===== config.mk =====
export PLATFORM = sky130hd
export DESIGN_NAME = co2_frame_checksum_receiver
export DESIGN_NICKNAME = d
export VERILOG_FILES = /design/src/hw/rtl/cfr_pkg.sv /design/src/hw/rtl/cfr_frame.sv /design/src/hw/rtl/cfr_verdict.sv /design/src/hw/rtl/co2_frame_checksum_receiver.sv
export SDC_FILE = /design/constraint.sdc
export NUM_CORES = 1
export LEC_CHECK = 0
export ABC_AREA = 0
export ABC_CLOCK_PERIOD_IN_PS = 7600
export BUFFER_PORTS_ARGS = -buffer_cell sky130_fd_sc_hd__buf_4
export CORE_MARGIN = 4
export CORE_UTILIZATION = 60
export DETAILED_ROUTE_END_ITERATION = 8
export PLACE_DENSITY = 0.92
export RECOVER_POWER = 100
export SLEW_MARGIN = 15
export SYNTH_ARGS = -nofsm -noshare
export SYNTH_HDL_FRONTEND = slang
export SYNTH_HIERARCHICAL = 1
export SYNTH_SLANG_ARGS = --single-unit

===== constraint.sdc =====
create_clock -name clk -period 7.6 [get_ports clk]
set_input_delay 0.76 -clock clk [delete_from_list [all_inputs] [get_ports clk]]
set_output_delay 0.76 -clock clk [all_outputs]
set_load 0.01 [all_outputs]

===== src/hw/rtl/cfr_pkg.sv =====
// cfr_pkg: shared types and constants for the CO2 frame checksum receiver.
// Used by every module of the block; depends on nothing.
`timescale 1ns / 1ps

package cfr_pkg;

    localparam int FRAME_BYTES_DEF = 12;

    localparam int BYTE_W    = 8;
    localparam int SUM_W     = 16;
    localparam int READING_W = 16;
    localparam int RETRY_W   = 11;
    localparam int STATUS_W  = 2;

    localparam int CFG_INDEX_W = 2;
    localparam int CFG_DATA_W  = 16;

    localparam logic [CFG_INDEX_W-1:0] CFG_READING_LIMIT = 2'd0;
    localparam logic [CFG_INDEX_W-1:0] CFG_RETRY_LIMIT   = 2'd1;

    localparam logic [READING_W-1:0] READING_LIMIT_RST = 16'd3000;
    localparam logic [RETRY_W-1:0]   RETRY_LIMIT_RST   = 11'd1000;

    typedef enum logic [STATUS_W-1:0] {
        STATUS_OK      = 2'd0,
        STATUS_RETRY   = 2'd1,
        STATUS_TIMEOUT = 2'd2,
        STATUS_RANGE   = 2'd3
    } status_e;

    // What the frame tracker reports about the item at the head of the pipe
    typedef struct packed {
        logic                 last;     // item is the final byte of a frame
        logic                 match;    // checksum bytes equal the payload sum
        logic [READING_W-1:0] reading;  // captured big-endian reading
    } frame_info_t;

endpackage


===== src/hw/rtl/cfr_frame.sv =====
// cfr_frame: byte position, running payload sum, checksum high byte and
// reading capture. Depends on cfr_pkg.
`timescale 1ns / 1ps

module cfr_frame #(
    parameter int FRAME_BYTES = cfr_pkg::FRAME_BYTES_DEF
) (
    input  logic                       clk,
    input  logic                       rst_n,
    input  logic                       step,
    input  logic [cfr_pkg::BYTE_W-1:0] rx_byte,
    input  logic                       frame_start,
    output cfr_pkg::frame_info_t       info
);
    import cfr_pkg::*;

    localparam int POS_W = $clog2(FRAME_BYTES);
    localparam logic [POS_W-1:0] POS_CHK_HI = POS_W'(FRAME_BYTES - 2);
    localparam logic [POS_W-1:0] POS_RD_HI  = POS_W'(4);
    localparam logic [POS_W-1:0] POS_RD_LO  = POS_W'(5);

    logic [POS_W-1:0]     pos_reg, pos_next, pos_cur;
    logic [SUM_W-1:0]     sum_reg, sum_next, sum_cur;
    logic [BYTE_W-1:0]    chk_hi_reg, chk_hi_next;
    logic [READING_W-1:0] cap_reg, cap_next;
    logic                 last;

    always_comb
    begin
        pos_cur     = frame_start ? '0 : pos_reg;
        sum_cur     = frame_start ? '0 : sum_reg;
        pos_next    = pos_cur + POS_W'(1);
        sum_next    = sum_cur;
        chk_hi_next = chk_hi_reg;
        cap_next    = cap_reg;
        last        = 1'b0;
        priority if (pos_cur < POS_CHK_HI)
        begin
            sum_next = sum_cur + SUM_W'(rx_byte);
            if (pos_cur == POS_RD_HI)
                cap_next = {rx_byte, cap_reg[BYTE_W-1:0]};
            else if (pos_cur == POS_RD_LO)
                cap_next = {cap_reg[READING_W-1:BYTE_W], rx_byte};
        end
        else if (pos_cur == POS_CHK_HI)
        begin
            chk_hi_next = rx_byte;
        end
        else
        begin
            // final byte: frame closes, next byte starts over
            last     = 1'b1;
            pos_next = '0;
            sum_next = '0;
        end
    end

    assign info.last    = last;
    assign info.match   = ({chk_hi_reg, rx_byte} == sum_cur);
    assign info.reading = cap_reg;

    always_ff @(posedge clk or negedge rst_n)
    begin
        if (!rst_n)
        begin
            pos_reg    <= '0;
            sum_reg    <= '0;
            chk_hi_reg <= '0;
            cap_reg    <= '0;
        end
        else if (step)
        begin
            pos_reg    <= pos_next;
            sum_reg    <= sum_next;
            chk_hi_reg <= chk_hi_next;
            cap_reg    <= cap_next;
        end
    end

endmodule


===== src/hw/rtl/cfr_verdict.sv =====
// cfr_verdict: failure counter, per-frame status decision and the result
// register of the output channel. Depends on cfr_pkg.
`timescale 1ns / 1ps

module cfr_verdict (
    input  logic                          clk,
    input  logic                          rst_n,
    input  logic                          step,
    input  cfr_pkg::frame_info_t          info,
    input  logic [cfr_pkg::READING_W-1:0] reading_limit,
    input  logic [cfr_pkg::RETRY_W-1:0]   retry_limit,
    output logic                          out_free,
    output logic                          out_valid,
    input  logic                          out_stall,
    output logic [cfr_pkg::STATUS_W-1:0]  status,
    output logic [cfr_pkg::READING_W-1:0] reading_ppm
);
    import cfr_pkg::*;

    logic [RETRY_W-1:0]   fail_reg, fail_next;
    logic [RETRY_W:0]     fail_plus;
    logic                 out_valid_reg, out_valid_next;
    status_e              status_reg, status_next;
    logic [READING_W-1:0] reading_reg, reading_next;
    logic                 load;

    assign load      = step && info.last;
    assign fail_plus = {1'b0, fail_reg} + (RETRY_W + 1)'(1);

    always_comb
    begin
        fail_next    = fail_reg;
        status_next  = STATUS_RETRY;
        reading_next = '0;
        if (info.match)
        begin
            fail_next    = '0;
            reading_next = info.reading;
            status_next  = (info.reading < reading_limit) ? STATUS_OK : STATUS_RANGE;
        end
        else if (fail_plus > {1'b0, retry_limit})
        begin
            fail_next   = '0;
            status_next = STATUS_TIMEOUT;
        end
        else
        begin
            fail_next = fail_plus[RETRY_W-1:0];
        end
    end

    assign out_free       = !out_valid_reg || !out_stall;
    assign out_valid_next = load || (out_valid_reg && out_stall);

    always_ff @(posedge clk or negedge rst_n)
    begin
        if (!rst_n)
        begin
            fail_reg      <= '0;
            out_valid_reg <= 1'b0;
        end
        else
        begin
            out_valid_reg <= out_valid_next;
            if (load)
                fail_reg <= fail_next;
        end
    end

    always_ff @(posedge clk)
    begin
        if (load)
        begin
            status_reg  <= status_next;
            reading_reg <= reading_next;
        end
    end

    assign out_valid   = out_valid_reg;
    assign status      = status_reg;
    assign reading_ppm = reading_reg;

endmodule


===== src/hw/rtl/co2_frame_checksum_receiver.sv =====
// co2_frame_checksum_receiver: top level. Input register, configuration
// registers and handshake control. Depends on cfr_pkg, cfr_frame, cfr_verdict.
`timescale 1ns / 1ps

// Receives a CO2 sensor reply one byte per item on the input channel
// (rx_byte, frame_start; in_valid / in_stall). frame_start forces the byte
// to position zero; after the last byte of a frame the next byte starts a
// new frame on its own. Every byte but the final two is summed; the final
// two are the big-endian checksum. One item leaves on the output channel
// (status, reading_ppm; out_valid / out_stall) per complete frame.
// A frame-closing item passes the input register and then the result
// register before it is shown on the output. Throughput: one byte per
// cycle while in_stall is low, set by the single input register feeding
// the frame state update. While the output register holds a stalled
// result, bytes keep flowing until a frame-closing byte reaches the input
// register; only then is in_stall raised. Configuration (cfg_valid /
// cfg_ready, cfg_index, cfg_data) is always ready; the user must write it
// only while no frame is in flight, which the block does not enforce.
// Reset clears position, sum, failure count and both channels, and loads
// reading_limit = 3000 and retry_limit = 1000.
module co2_frame_checksum_receiver #(
    parameter int FRAME_BYTES = cfr_pkg::FRAME_BYTES_DEF
) (
    input  logic                            clk,
    input  logic                            rst_n,
    input  logic                            in_valid,
    output logic                            in_stall,
    input  logic [cfr_pkg::BYTE_W-1:0]      rx_byte,
    input  logic                            frame_start,
    output logic                            out_valid,
    input  logic                            out_stall,
    output logic [cfr_pkg::STATUS_W-1:0]    status,
    output logic [cfr_pkg::READING_W-1:0]   reading_ppm,
    input  logic                            cfg_valid,
    output logic                            cfg_ready,
    input  logic [cfr_pkg::CFG_INDEX_W-1:0] cfg_index,
    input  logic [cfr_pkg::CFG_DATA_W-1:0]  cfg_data
);
    import cfr_pkg::*;

    logic                 in_valid_reg, in_valid_next;
    logic [BYTE_W-1:0]    rx_byte_reg;
    logic                 frame_start_reg;
    logic                 accept, step, out_free;
    frame_info_t          info;
    logic [READING_W-1:0] reading_limit_reg;
    logic [RETRY_W-1:0]   retry_limit_reg;

    // a byte that closes no frame never waits on the output side
    assign step          = in_valid_reg && (!info.last || out_free);
    assign in_stall      = in_valid_reg && !step;
    assign accept        = in_valid && !in_stall;
    assign in_valid_next = accept || (in_valid_reg && !step);
    assign cfg_ready     = 1'b1;

    always_ff @(posedge clk or negedge rst_n)
    begin
        if (!rst_n)
            in_valid_reg <= 1'b0;
        else
            in_valid_reg <= in_valid_next;
    end

    always_ff @(posedge clk)
    begin
        if (accept)
        begin
            rx_byte_reg     <= rx_byte;
            frame_start_reg <= frame_start;
        end
    end

    always_ff @(posedge clk or negedge rst_n)
    begin
        if (!rst_n)
        begin
            reading_limit_reg <= READING_LIMIT_RST;
            retry_limit_reg   <= RETRY_LIMIT_RST;
        end
        else if (cfg_valid && cfg_ready)
        begin
            unique case (cfg_index)
                CFG_READING_LIMIT: reading_limit_reg <= cfg_data[READING_W-1:0];
                CFG_RETRY_LIMIT:   retry_limit_reg   <= cfg_data[RETRY_W-1:0];
                default:           ;
            endcase
        end
    end

    cfr_frame #(
        .FRAME_BYTES (FRAME_BYTES)
    ) u_frame (
        .clk         (clk),
        .rst_n       (rst_n),
        .step        (step),
        .rx_byte     (rx_byte_reg),
        .frame_start (frame_start_reg),
        .info        (info)
    );

    cfr_verdict u_verdict (
        .clk           (clk),
        .rst_n         (rst_n),
        .step          (step),
        .info          (info),
        .reading_limit (reading_limit_reg),
        .retry_limit   (retry_limit_reg),
        .out_free      (out_free),
        .out_valid     (out_valid),
        .out_stall     (out_stall),
        .status        (status),
        .reading_ppm   (reading_ppm)
    );

endmodule


# Yosys cells after proc, flatten, opt, wreduce, memory -nomap -nowiden
# Index checks and enable logic that the tools add are counted.
[op_classes]
addsub = 3
magnitude_cmp = 3
eq_ne = 5
mux = 15
n_bitwise = 2
n_reduce_logical = 20
[ops]
columns = ["operator", "count"]
rows = [
  ["two-way mux 16 bit", 4],
  ["two-way mux 11 bit", 2],
  ["adder 16 x 8 -> 16 bit", 1],
  ["== test 16 bit", 1],
  ["< comparator 16 bit", 1],
  ["adder 11 x 1 -> 12 bit (second input constant)", 1],
  ["> comparator 12 x 11 -> 1 bit", 1],
  ["two-way mux 4 bit", 3],
  ["== test 4 x 3 -> 1 bit (second input constant)", 2],
  ["two-way mux 8 bit", 1],
  ["two-way mux 2 bit", 3],
  ["AND reduction 3 bit", 2],
  ["logical AND 1 bit", 5],
  ["zero test 1 bit", 5],
  ["adder 4 x 1 -> 4 bit (second input constant)", 1],
  ["== test 4 bit (second input constant)", 1],
  ["logical OR 1 bit", 4],
  ["< comparator 4 bit (second input constant)", 1],
  ["AND reduction 2 bit", 2],
  ["AND reduction 4 bit", 1],
  ["== test 2 x 1 -> 1 bit (second input constant)", 1],
  ["zero test 2 bit", 1],
  ["two-way mux 1 bit", 2],
  ["NOT 1 bit", 2],
]
[totals]
register_bits = 111
in_bits = 32
out_inout_bits = 21
elab_cells = 62

# Depth between registers and ports, before layout
# Gate-level depths: netlist of the first run.
[logic_depth]
depth_word = 12
mapped_depth = 16
mapped_depth_nobuf = 12

# By module
# Netlist of the first run, hierarchy kept.
[modules_own_cells]
columns = ["mod", "n_inst", "cells_per_inst", "area_per_inst_um2", "seq_area_each_um2"]
rows = [
  ["cfr_frame", 1, 259, 2760.1, 1101.1],
  ["cfr_verdict", 1, 191, 2018.2, 840.8],
  ["co2_frame_checksum_receiver", 1, 76, 1383.8, 987.2],
]

# Least setup slack after synthesis of the first run
# Ideal clock, no wire load.
[synth_timing]
path_type = "flip-flop to flip-flop"
startpoint = "register frame_start_reg"
endpoint = "register u_verdict.fail_reg[2]"
setup_time_ps = 121
t_arrival_ps = 3147
required_time_ps = 7479
slack_ps = 4332
stages_incl_launch_ff = 15
path_buffers = 3
synth_period_minus_slack_ps = 3268
cell_sequence = "edfxtp_1 -> clkbuf_8 -> clkbuf_1 -> or2b_1 -> inv_1 -> ha_1 -> nor2b_4 -> o21a_4 -> nor2b_1 -> buf_4 -> a21boi_0 -> nand2_1 -> inv_1 -> o41ai_1 -> a22o_1"
[synth_via]
elab_chain_len = 8
word_cells_on_any_way = 12
cone_classes = "1 x order compare; 2 x eq/ne; 5 x mux; 4 x reduce/logical"
[synth_rtl]
columns = ["item", "line_no", "rtl"]
rows = [
  ["from (decl)", "co2_frame_checksum_receiver.sv:43", "logic frame_start_reg;"],
  ["from (signal assigned)", "co2_frame_checksum_receiver.sv:69", "frame_start_reg <= frame_start;"],
  ["two-way mux 4 bit *", "cfr_frame.sv:30", "pos_cur = frame_start ? '0 : pos_reg;"],
  ["branches (longest 2 deep; another with < comparator 4 bit)", "n/a", ""],
  ["two-way mux 1 bit *", "cfr_frame.sv:37", "priority if (pos_cur < POS_CHK_HI)"],
  ["net u_frame.last", "cfr_frame.sv:26", "logic last;"],
  ["zero test 1 bit *", "co2_frame_checksum_receiver.sv:50", "assign step = in_valid_reg && (!info.last || out_free);"],
  ["logical OR 1 bit *", "co2_frame_checksum_receiver.sv:50", ""],
  ["logical AND 1 bit *", "co2_frame_checksum_receiver.sv:50", ""],
  ["net step", "co2_frame_checksum_receiver.sv:44", "logic accept, step, out_free;"],
  ["logical AND 1 bit *", "cfr_verdict.sv:27", "assign load = step && info.last;"],
  ["net u_verdict.load", "cfr_verdict.sv:25", "logic load;"],
  ["to (signal assigned)", "cfr_verdict.sv:66", "fail_reg <= fail_next;"],
  ["to (decl)", "cfr_verdict.sv:20", "logic [RETRY_W-1:0] fail_reg, fail_next;"],
]
# Mark *: on every way through the listed nets, which the timed path passes.
# A chain may end at the register's enable or synchronous reset.

==> results by group, run 1 <==
Status
  • Status: complete, but fails checks
  • Violated checks: max-capacitance violations, max-slew violations

Place
  • Gp weighted congestion: ~0.90
  • Dpl cells: around 690
  • DP Area: around 0.0066 mm2
  • Port Buffers: 51
  • Post-DP HPWL: a little under 10 mm

CTS
  • CTS Hold Bufs: 0
  • CTS root buffer: clkbuf_8
  • Post-cts sizing count: 0
  • Clk slew on worst S/H paths: ~110 ps
  • Worst skew pair latency: 380 ps
  • Postcts setup bufs: 0
  • CTS Buffer Depth: 2
  • TritonCTS buffer count: 9
  • Htree depth: 3
  • Clk sink count: about 110
  • CTS tree: yes

Logic synthesis
  • Synth Instances: approximately 530
  • Post-synth EDFFs: 27
  • Cell variety after synth: 76
  • Most common library cells after synthesis: 71 x dfrtp_1, 52 x mux2_2, 39 x ha_1
  • Post-synth top flop: dfrtp_1
  • Top post-synthesis cells by area: dfrtp_1 29%, edfxtp_1 13%, mux2_2 9.5%
  • Async set or reset register ratio after synthesis: 0.757
  • Ys Warns: 6
  • Net Count, Synth: approximately 600
  • Seq cells post-synth: approximately 110
  • Yosys top cell area share: 0.288
  • Mean Syn Cell Area: around 12 um2
  • Synth Cell Area: roughly 0.0062 mm2
  • Count leader, synth: dfrtp_1
  • Synth area leader: dfrtp_1
  • Sequential share of the synthesized area: 0.475

Critical path
  • Startpoint Class: register
  • Critical Path RT: roughly 7900 ps
  • Critical path class: register to register
  • Worst path arrival time: ~5300 ps
  • Critical Path End Type: register
  • Critical Path Fanout Max: 38

Route
  • WL/cell: ~19 um
  • DR iter-0 viols: 324
  • Via/cell ratio: approximately 6.1
  • Via count: 4305
  • Final ANT Viol Nets: 0
  • DRT Pass-1 Iters: 5
  • WL final: 13.5 mm
  • Remaining DRCs: 0

STA
  • Worst Skew: between 10 and 15 ps
  • FMAX: about 200 MHz
  • Worst slew pin tran: ~4500 ps
  • Max transition margin: -1.99
  • Final setup fails: 0
  • Period minus WS final: between 4000 and 5000 ps
  • Final Max Tran Viols: 152
  • Post-route clock period utilization: 0.657
  • RSZ-0062 raised after global routing: no
  • Hold Vio Cnt, Final: 0
  • Setup TNS: 0 ps

Global route
  • Largest net degree at the start of global routing: 85
  • Total Routing Usage GR: 0.232
  • Overflow after GRT: 0
  • Initial antenna violation count: 0
  • First-pass GRT wire length: ~21 mm
  • Vias in the first global route: ~4.4k

Floorplan
  • FP Rows: 36
  • Die Height: 109 um
  • Initial core utilization: 0.622
  • Chip width: approximately 110 um
  • Ports: 53
  • CORE AREA: ~0.0099 mm2
  • Die area: about 0.012 mm2

Pwr
  • Power Density: approximately 240 mW/mm2
  • Total Power: 1.61 mW
  • Max IR drop VDD: between 0.1 and 0.15 mV
  • Leakage: approximately 3.0 nW

Layout
  • Fillers: 724
  • Fin cells: between 700 and 800
  • Share of cells above drive strength 1: 0.220
  • Register area: 0.00293 mm2
  • Footprint of the multi-input gates: 0.00289 mm2
  • Final core occ: 0.671
  • Synthesis-to-layout area growth: 7.92%
  • Nets@finish: between 600 and 700
  • Final Cell Area: 0.00665 mm2
  • # diodes: 0

Run
  • Max-cap viol count: 4

Worst hold path
  • Hold Crit Class: register to register
## metrics by stage
stage / hold slack [ps] / setup slack [ps]
global route: 515 / 2140
detailed placement: 472 / 3860
global placement: 460 / 4040
CTS: 500 / 3790
finish: 494 / 2610
floorplan: 442 / 4330
## worst max-delay path, stage by stage (launching register included)
cell and delay [ps]:
edfxtp_1 340, clkbuf_1 1090, nand2b_1 280, ha_1 230
nor2b_4 50, o21a_1 220, nor2b_1 200, a21boi_0 290
buf_4 330, nand2_1 290, nor4_1 1260, a22o_1 310
## area by class of cell
class                      instances  share of cell area
clock buffer                       9              0.0186
clock inverter                     7              0.0122
inverter                          38              0.0214
multi-input combinational        357               0.435
sequential                       111               0.440
tap                              133              0.0250
timing repair buffer              54              0.0474
## layout by cell type (no fill, tap or decap), drive strengths merged, types with 7 or more instances in the layout
cell type / n
xnor2: 12
nand2: 23
edfxtp: 27
nor2: 19
nand3: 11
inv: 43
a21o: 9
dfstp: 13
o21ai: 19
dfrtp: 71
nand4: 7
a22o: 13
and2: 22
xor2: 7
clkbuf: 42
nor2b: 18
mux2: 53
a21oi: 13
ha: 39
buf: 21
## path summary, 6_finish.rpt
| path | start | end | slack, ps | depth (start not counted) |
|---|---|---|---|---|
| max in group asynchronous | rst_n | u_frame/cap_reg[14] | 3160 | 1 |
| hold reg to reg | u_frame/sum_reg[7] | u_frame/sum_reg[7] | 490 | 2 |
| setup / recovery | frame_start_reg | u_verdict/fail_reg[3] | 2610 | 11 |
| setup reg to reg | frame_start_reg | u_verdict/fail_reg[3] | 2610 | 11 |
| hold / removal | u_frame/sum_reg[7] | u_frame/sum_reg[7] | 490 | 2 |
| min in group asynchronous | rst_n | u_verdict/fail_reg[9] | 1970 | 1 |
## kinds of logic (layout without fill, tap and decap cells)
group | Yosys count | count (layout) | share of synthesized area
and+or+nand+nor | 141 | 141 | 0.140
DFF | 111 | 111 | 0.475
AOI/OAI and AO/OA | 102 | 102 | 0.130
buffers and inverters | 58 | 108 | 0.0459
muxes | 54 | 54 | 0.0985
adders and majority gates | 40 | 40 | 0.0824
xor gates and xnor gates | 19 | 19 | 0.0270
other | 1 | 1 | 0.000609
## power by group
part           internal [mW]  switching (mW)
clock network          0.133           0.229
logic                  0.217           0.213
registers              0.723          0.0999
## metal layers
layer,share of wire,global-route usage,up-vias,wire (um)
met5,0,0,-,0
met4,0.027,0.0953,0,358
met3,0.052,0.0323,26,696
met2,0.53,0.415,162,7090
met1,0.40,0.282,2112,5330
li1,-,-,2005,-
No activity file was read; power rests on OpenSTA's default activity.
==> inputs of run 2 (changes only) <==
ABC_CLOCK_PERIOD_IN_PS = 4400   (was 7600)
CORE_UTILIZATION = 54   (was 60)
PLACE_DENSITY = 0.88   (was 0.92)
clock period = 4.4 ns   (was 7.6 ns; I/O delays follow)
==> results by group, run 2 (synthesis gave the netlist of run 1 again) <==
Pwr
  • Power Density: 436 mW/mm2 (was 243 mW/mm2)
  • Leakage: 3.05 nW (was 3.00 nW)
  • Max IR drop VDD: 0.431 mV (was 0.115 mV)

Route
  • DRT Pass-1 Iters: 5 (unchanged)
  • WL/cell: 18.6 um (was 19.0 um)
  • DR iter-0 viols: 299 (was 324)
  • Final ANT Viol Nets: 0 (unchanged)
  • Remaining DRCs: 0 (unchanged)
  • WL final: 13.3 mm (was 13.5 mm)
  • Via count: 4292 (was 4305)
  • Via/cell ratio: 5.98 (was 6.07)

CTS
  • Post-cts sizing count: 0 (unchanged)
  • Htree depth: 3 (unchanged)
  • CTS root buffer: clkbuf_16 (was clkbuf_8)
  • TritonCTS buffer count: 9 (unchanged)
  • CTS Hold Bufs: 0 (unchanged)
  • CTS Buffer Depth: 2 (unchanged)
  • Postcts setup bufs: 0 (unchanged)
  • Clk sink count: 111 (unchanged)
  • CTS tree: yes (unchanged)
  • Clk slew on worst S/H paths: 70 ps (was 110 ps)
  • Worst skew pair latency: 350 ps (was 380 ps)

STA
  • Worst Skew: 9.52 ps (was 13.9 ps)
  • Final Max Tran Viols: 102 (was 152)
  • RSZ-0062 raised after global routing: no (unchanged)
  • Worst setup margin: 587 ps (was 2610 ps)
  • Final setup fails: 0 (unchanged)
  • Max transition margin: -0.648 (was -1.99)
  • Hold Vio Cnt, Final: 0 (unchanged)
  • Worst slew pin tran: 2470 ps (was 4480 ps)
  • Setup TNS: 0 ps (unchanged)
  • Period minus WS final: 3810 ps (was 4990 ps)
  • FMAX: 262 MHz (was 200 MHz)
  • Post-route clock period utilization: 0.867 (was 0.657)

Critical path
  • Critical Path End Type: register (unchanged)
  • Critical path class: register to register (unchanged)
  • Slowest cell on the critical path: clkbuf_1 (was nor4_1)
  • Startpoint Class: register (unchanged)
  • Critical Path Fanout Max: 34 (was 38)
  • Worst path arrival time: 3920 ps (was 5310 ps)
  • CP max stage delay: 830 ps (was 1260 ps)
  • Cells along the critical path: buf_4 > nor2b_1 > ha_1 > nor4_1 > nand3_1 > nor3_1 > clkbuf_1 > o2111ai_1 > nand3b_1 > o21a_1 (was clkbuf_1 > nand2b_1 > ha_1 > nor2b_4 > o21a_1 > nor2b_1 > a21boi_0 > buf_4 > nand2_1 > nor4_1 > a22o_1)
  • Reg-to-reg critical path startpoint: frame_start_reg (unchanged)
  • Critical Path RT: 4510 ps (was 7910 ps)
  • R2R Setup Slk: 590 ps (was 2610 ps)
  • R2R cell count: 10 (was 11)
  • R2R Path End: u_verdict/status[0] (was u_verdict/fail_reg[3])

Floorplan
  • CORE AREA: 0.0110 mm2 (was 0.00991 mm2)
  • Die Height: 115 um (was 109 um)
  • Chip width: 115 um (was 109 um)
  • Die area: 0.0132 mm2 (was 0.0120 mm2)
  • Ports: 53 (unchanged)
  • FP Rows: 38 (was 36)
  • Initial core utilization: 0.561 (was 0.622)

Place
  • Gp weighted congestion: 0.869 (was 0.899)
  • Port Buffers: 51 (unchanged)
  • Dpl cells: 702 (was 693)
  • Place WS: 759 ps (was 3860 ps)
  • Post-DP HPWL: 9.39 mm (was 9.66 mm)

Global route
  • First-pass GRT wire length: 22.0 mm (was 21.3 mm)
  • Overflow after GRT: 0 (unchanged)
  • Largest net degree at the start of global routing: 85 (unchanged)
  • Initial antenna violation count: 0 (unchanged)
  • Vias in the first global route: 4469 (was 4364)
  • Total Routing Usage GR: 0.211 (was 0.232)

Worst hold path
  • Hold path depth: 1 (was 2)
  • Hold-critical path endpoint: rx_byte_reg[6] (was u_frame/sum_reg[7])
  • Hold Crit Class: input pin to register (was register to register)
  • Hold_sp: rx_byte[6] (was u_frame/sum_reg[7])

Layout
  • Register area: 0.00293 mm2 (unchanged)
  • Fillers: 845 (was 724)
  • Most common cell after layout, fill and taps aside: dfrtp_1 (unchanged)
  • Share of cells above drive strength 1: 0.221 (was 0.220)
  • Synthesis-to-layout area growth: 9.85% (was 7.92%)
  • Footprint of the multi-input gates: 0.00290 mm2 (was 0.00289 mm2)
  • Fin cells: 718 (was 709)
  • # diodes: 0 (unchanged)
  • Most frequent cells in the layout: 71 x dfrtp_1, 49 x mux2_2, 39 x ha_1 (was 71 x dfrtp_1, 51 x mux2_2, 39 x ha_1)
  • Nets@finish: 645 (was 643)

Run
  • Max-cap viol count: 2 (was 4)

Status
  • Violated checks: max-capacitance violations, max-slew violations (unchanged)
  • Status: complete, but fails checks (unchanged)
## run 2: how the worst max path moves through the flow
stage,start,end,slack [ps],cells past startpoint
after detailed placement,u_verdict/fail_reg[2],u_verdict/fail_reg[6],760,11
after global routing,frame_start_reg,u_verdict/status[0],350,10
after floorplan,frame_start_reg,u_verdict/fail_reg[2],1130,14
after CTS,u_verdict/fail_reg[2],u_verdict/fail_reg[9],740,11
final,frame_start_reg,u_verdict/status[0],590,10
after global placement,u_verdict/fail_reg[0],u_verdict/fail_reg[2],930,11
## run 2: worst max-delay path: cells and delay by family, from the launching register on
kind | cells | cell delay, ps
compound gates | 2 | 450
fa+ha+maj | 1 | 370
buf+inv | 2 | 1180
flops | 1 | 400
simple gates | 5 | 1120
## run 2: per-stage QoR
step	hold WS, ps	utilization	total power, mW	instance area (um2)
after floorplan	144	-	1.96	6160
after global placement	460	0.603	2.11	6630
after detailed placement	464	0.603	2.17	6630
after CTS	245	0.630	2.98	6920
after global routing	266	0.616	3.12	6770
final	282	0.616	2.95	6770
## run 2: per-layer routing
layer,up-vias,GRT usage,share of wire
li1,2010,-,-
met1,2142,0.255,0.41
met2,117,0.373,0.52
met3,23,0.0511,0.049
met4,0,0.0634,0.019
met5,-,0,0
## run 2: report_power, final
part / internal, mW / total [mW] / switching (mW)
logic: 0.373 / 0.738 / 0.365
registers: 1.25 / 1.42 / 0.170
clock network: 0.397 / 0.793 / 0.396
## run 2: cell type report
class	count	share of cell area
clock buffers	9	0.0333
clock inverters	7	0.00961
inverters	38	0.0211
multi-input cells	357	0.429
flip-flops and latches	111	0.433
well taps	140	0.0259
repair buffers	56	0.0484
==> inputs of run 3 (changes only) <==
CELL_PAD_IN_SITES_DETAIL_PLACEMENT = 2   (was default)
CELL_PAD_IN_SITES_GLOBAL_PLACEMENT = 2   (was default)
CORE_UTILIZATION = 37   (was 54)
PLACE_DENSITY = 0.89   (was 0.88)
==> results by group, run 3 (synthesis gave the netlist of run 1 again) <==
Global route
  • Total Routing Usage GR: 0.208 (was 0.211)
  • Overflow after GRT: 0 (unchanged)
  • Initial antenna violation count: 0 (unchanged)
  • Vias in the first global route: 5218 (was 4469)
  • Largest net degree at the start of global routing: 50 (was 85)
  • First-pass GRT wire length: 29.5 mm (was 22.0 mm)

Status
  • Status: complete, but fails checks (unchanged)
  • Violated checks: max-capacitance violations, max-slew violations (unchanged)

CTS
  • CTS tree: yes (unchanged)
  • TritonCTS buffer count: 9 (unchanged)
  • Worst skew pair latency: 350 ps (about the same)
  • CTS root buffer: clkbuf_16 (unchanged)
  • Clk sink count: 111 (unchanged)
  • Clk slew on worst S/H paths: 70 ps (about the same)
  • Postcts setup bufs: 0 (unchanged)
  • Htree depth: 3 (unchanged)
  • CTS Hold Bufs: 0 (unchanged)
  • CTS Buffer Depth: 2 (unchanged)
  • Post-cts sizing count: 0 (unchanged)

Route
  • Met3 Wirelength: 575 um (was 657 um)
  • DRT Pass-1 Iters: 4 (was 5)
  • Remaining DRCs: 0 (unchanged)
  • WL final: 18.9 mm (was 13.3 mm)
  • DR iter-0 viols: 284 (was 299)
  • WL/cell: 23.8 um (was 18.6 um)
  • Met1 WL: 7.25 mm (was 5.52 mm)
  • Final ANT Viol Nets: 0 (unchanged)
  • Top layer in use: met4 (unchanged)
  • Metal2 WL: 10.6 mm (was 6.90 mm)
  • Via/cell ratio: 5.61 (was 5.98)
  • Via count: 4457 (was 4292)

Floorplan
  • Initial core utilization: 0.382 (was 0.561)
  • CORE AREA: 0.0161 mm2 (was 0.0110 mm2)
  • FP Rows: 46 (was 38)
  • Die Height: 137 um (was 115 um)
  • Die area: 0.0188 mm2 (was 0.0132 mm2)
  • Chip width: 137 um (was 115 um)
  • Ports: 53 (unchanged)

Place
  • Dpl cells: 778 (was 702)
  • Port Buffers: 51 (unchanged)
  • Gp weighted congestion: 0.833 (was 0.869)
  • Post-DP HPWL: 14.0 mm (was 9.39 mm)
  • Place WS: 432 ps (was 759 ps)

Run
  • Max-cap viol count: 2 (unchanged)

STA
  • Worst slew pin tran: 2850 ps (was 2470 ps)
  • RSZ-0062 raised after global routing: no (unchanged)
  • Post-route clock period utilization: 0.932 (was 0.867)
  • Max transition margin: -0.898 (was -0.648)
  • Hold Vio Cnt, Final: 0 (unchanged)
  • Setup TNS: 0 ps (unchanged)
  • Period minus WS final: 4100 ps (was 3810 ps)
  • Worst setup margin: 300 ps (was 587 ps)
  • Final Max Tran Viols: 67 (was 102)
  • Worst Skew: 5.84 ps (was 9.52 ps)
  • Final setup fails: 0 (unchanged)
  • Fin Hold WS: 282 ps (about the same)
  • FMAX: 244 MHz (was 262 MHz)

Critical path
  • Critical path class: register to register (unchanged)
  • R2R Path End: u_verdict/fail_reg[6] (was u_verdict/status[0])
  • Reg-to-reg critical path startpoint: u_verdict/fail_reg[2] (was frame_start_reg)
  • CP max stage delay: 680 ps (was 830 ps)
  • Slowest cell on the critical path: nor4_4 (was clkbuf_1)
  • R2R cell count: 11 (was 10)
  • R2R Setup Slk: 300 ps (was 590 ps)
  • Critical Path Fanout Max: 10 (was 34)
  • Most numerous cell on the critical path: and3_1
  • Critical Path RT: 4690 ps (was 4510 ps)
  • Top delay family on crit path: simple AND/OR/NAND/NOR gates (was buffers and inverters)
  • Startpoint Class: register (unchanged)
  • Worst path arrival time: 4390 ps (was 3920 ps)
  • Cells along the critical path: and3_1 > and3_1 > and3_1 > nand3_1 > xnor2_1 > ha_1 > and3_1 > a221o_1 > o32a_1 > nor4_4 > a22o_1 (was buf_4 > nor2b_1 > ha_1 > nor4_1 > nand3_1 > nor3_1 > clkbuf_1 > o2111ai_1 > nand3b_1 > o21a_1)
  • CP bufs+invs: 0 (was 2)
  • Critical Path End Type: register (unchanged)

Pwr
  • Leakage: 3.06 nW (was 3.05 nW)
  • Power Density: 450 mW/mm2 (was 436 mW/mm2)
  • Max IR drop VDD: 0.213 mV (was 0.431 mV)

Worst hold path
  • Hold Crit Class: input pin to register (unchanged)
  • Hold_sp: rx_byte[5] (was rx_byte[6])
  • Hold-critical path endpoint: rx_byte_reg[5] (was rx_byte_reg[6])
  • Hold path depth: 1 (unchanged)

Layout
  • Register area: 0.00293 mm2 (unchanged)
  • Footprint of the multi-input gates: 0.00291 mm2 (was 0.00290 mm2)
  • Nets@finish: 645 (unchanged)
  • # diodes: 0 (unchanged)
  • Fillers: 1687 (was 845)
  • Final core occ: 0.427 (was 0.616)
  • Most common cell after layout, fill and taps aside: dfrtp_1 (unchanged)
  • Share of cells above drive strength 1: 0.216 (was 0.221)
  • Synthesis-to-layout area growth: 11.7% (was 9.85%)
  • Fin cells: 794 (was 718)
  • Most frequent cells in the layout: 71 x dfrtp_1, 48 x mux2_2, 39 x ha_1 (was 71 x dfrtp_1, 49 x mux2_2, 39 x ha_1)
[run 3: worst max-delay path by stage]
stage                               start                     to  slack (ps)  cells past startpoint
floorplan                 frame_start_reg  u_verdict/fail_reg[2]        1130                     14
global placement    u_verdict/fail_reg[0]  u_verdict/fail_reg[2]         870                     11
detailed placement  u_verdict/fail_reg[2]  u_verdict/fail_reg[9]         430                     11
CTS                 u_verdict/fail_reg[2]  u_verdict/fail_reg[6]         380                     11
global route           u_frame/pos_reg[1]  u_verdict/fail_reg[7]         120                     13
finish              u_verdict/fail_reg[2]  u_verdict/fail_reg[6]         300                     11
[run 3: metrics by stage]
step / power (mW) / instance area [um2]
2_1_floorplan: 1.96 / 6160
3_3_place_gp: 2.14 / 6720
3_5_place_dp: 2.27 / 6720
4_1_cts: 3.15 / 7020
5_1_grt: 3.28 / 6880
6_report: 3.09 / 6880
[run 3: area by class of cell]
class | count | share of cell area
sequential | 111 | 0.426
multi-input combinational | 357 | 0.423
timing repair buffer | 56 | 0.0482
tap | 216 | 0.0393
clock buffer | 15 | 0.0389
inverter | 38 | 0.0207
clock inverter | 1 | 0.00436
[run 3: per-layer routing]
| layer | vias to the layer above | global-route usage |
|---|---|---|
| met2 | 83 | 0.407 |
| met1 | 2339 | 0.222 |
| met3 | 31 | 0.0386 |
| met5 | - | 0 |
| met4 | 0 | 0.0698 |
| li1 | 2004 | - |
[run 3: report_power, final]
part	internal (mW)	switching [mW]	leakage [nW]
clock	0.475	0.368	0.144
sequential	1.25	0.197	1.33
combinational	0.381	0.423	1.59
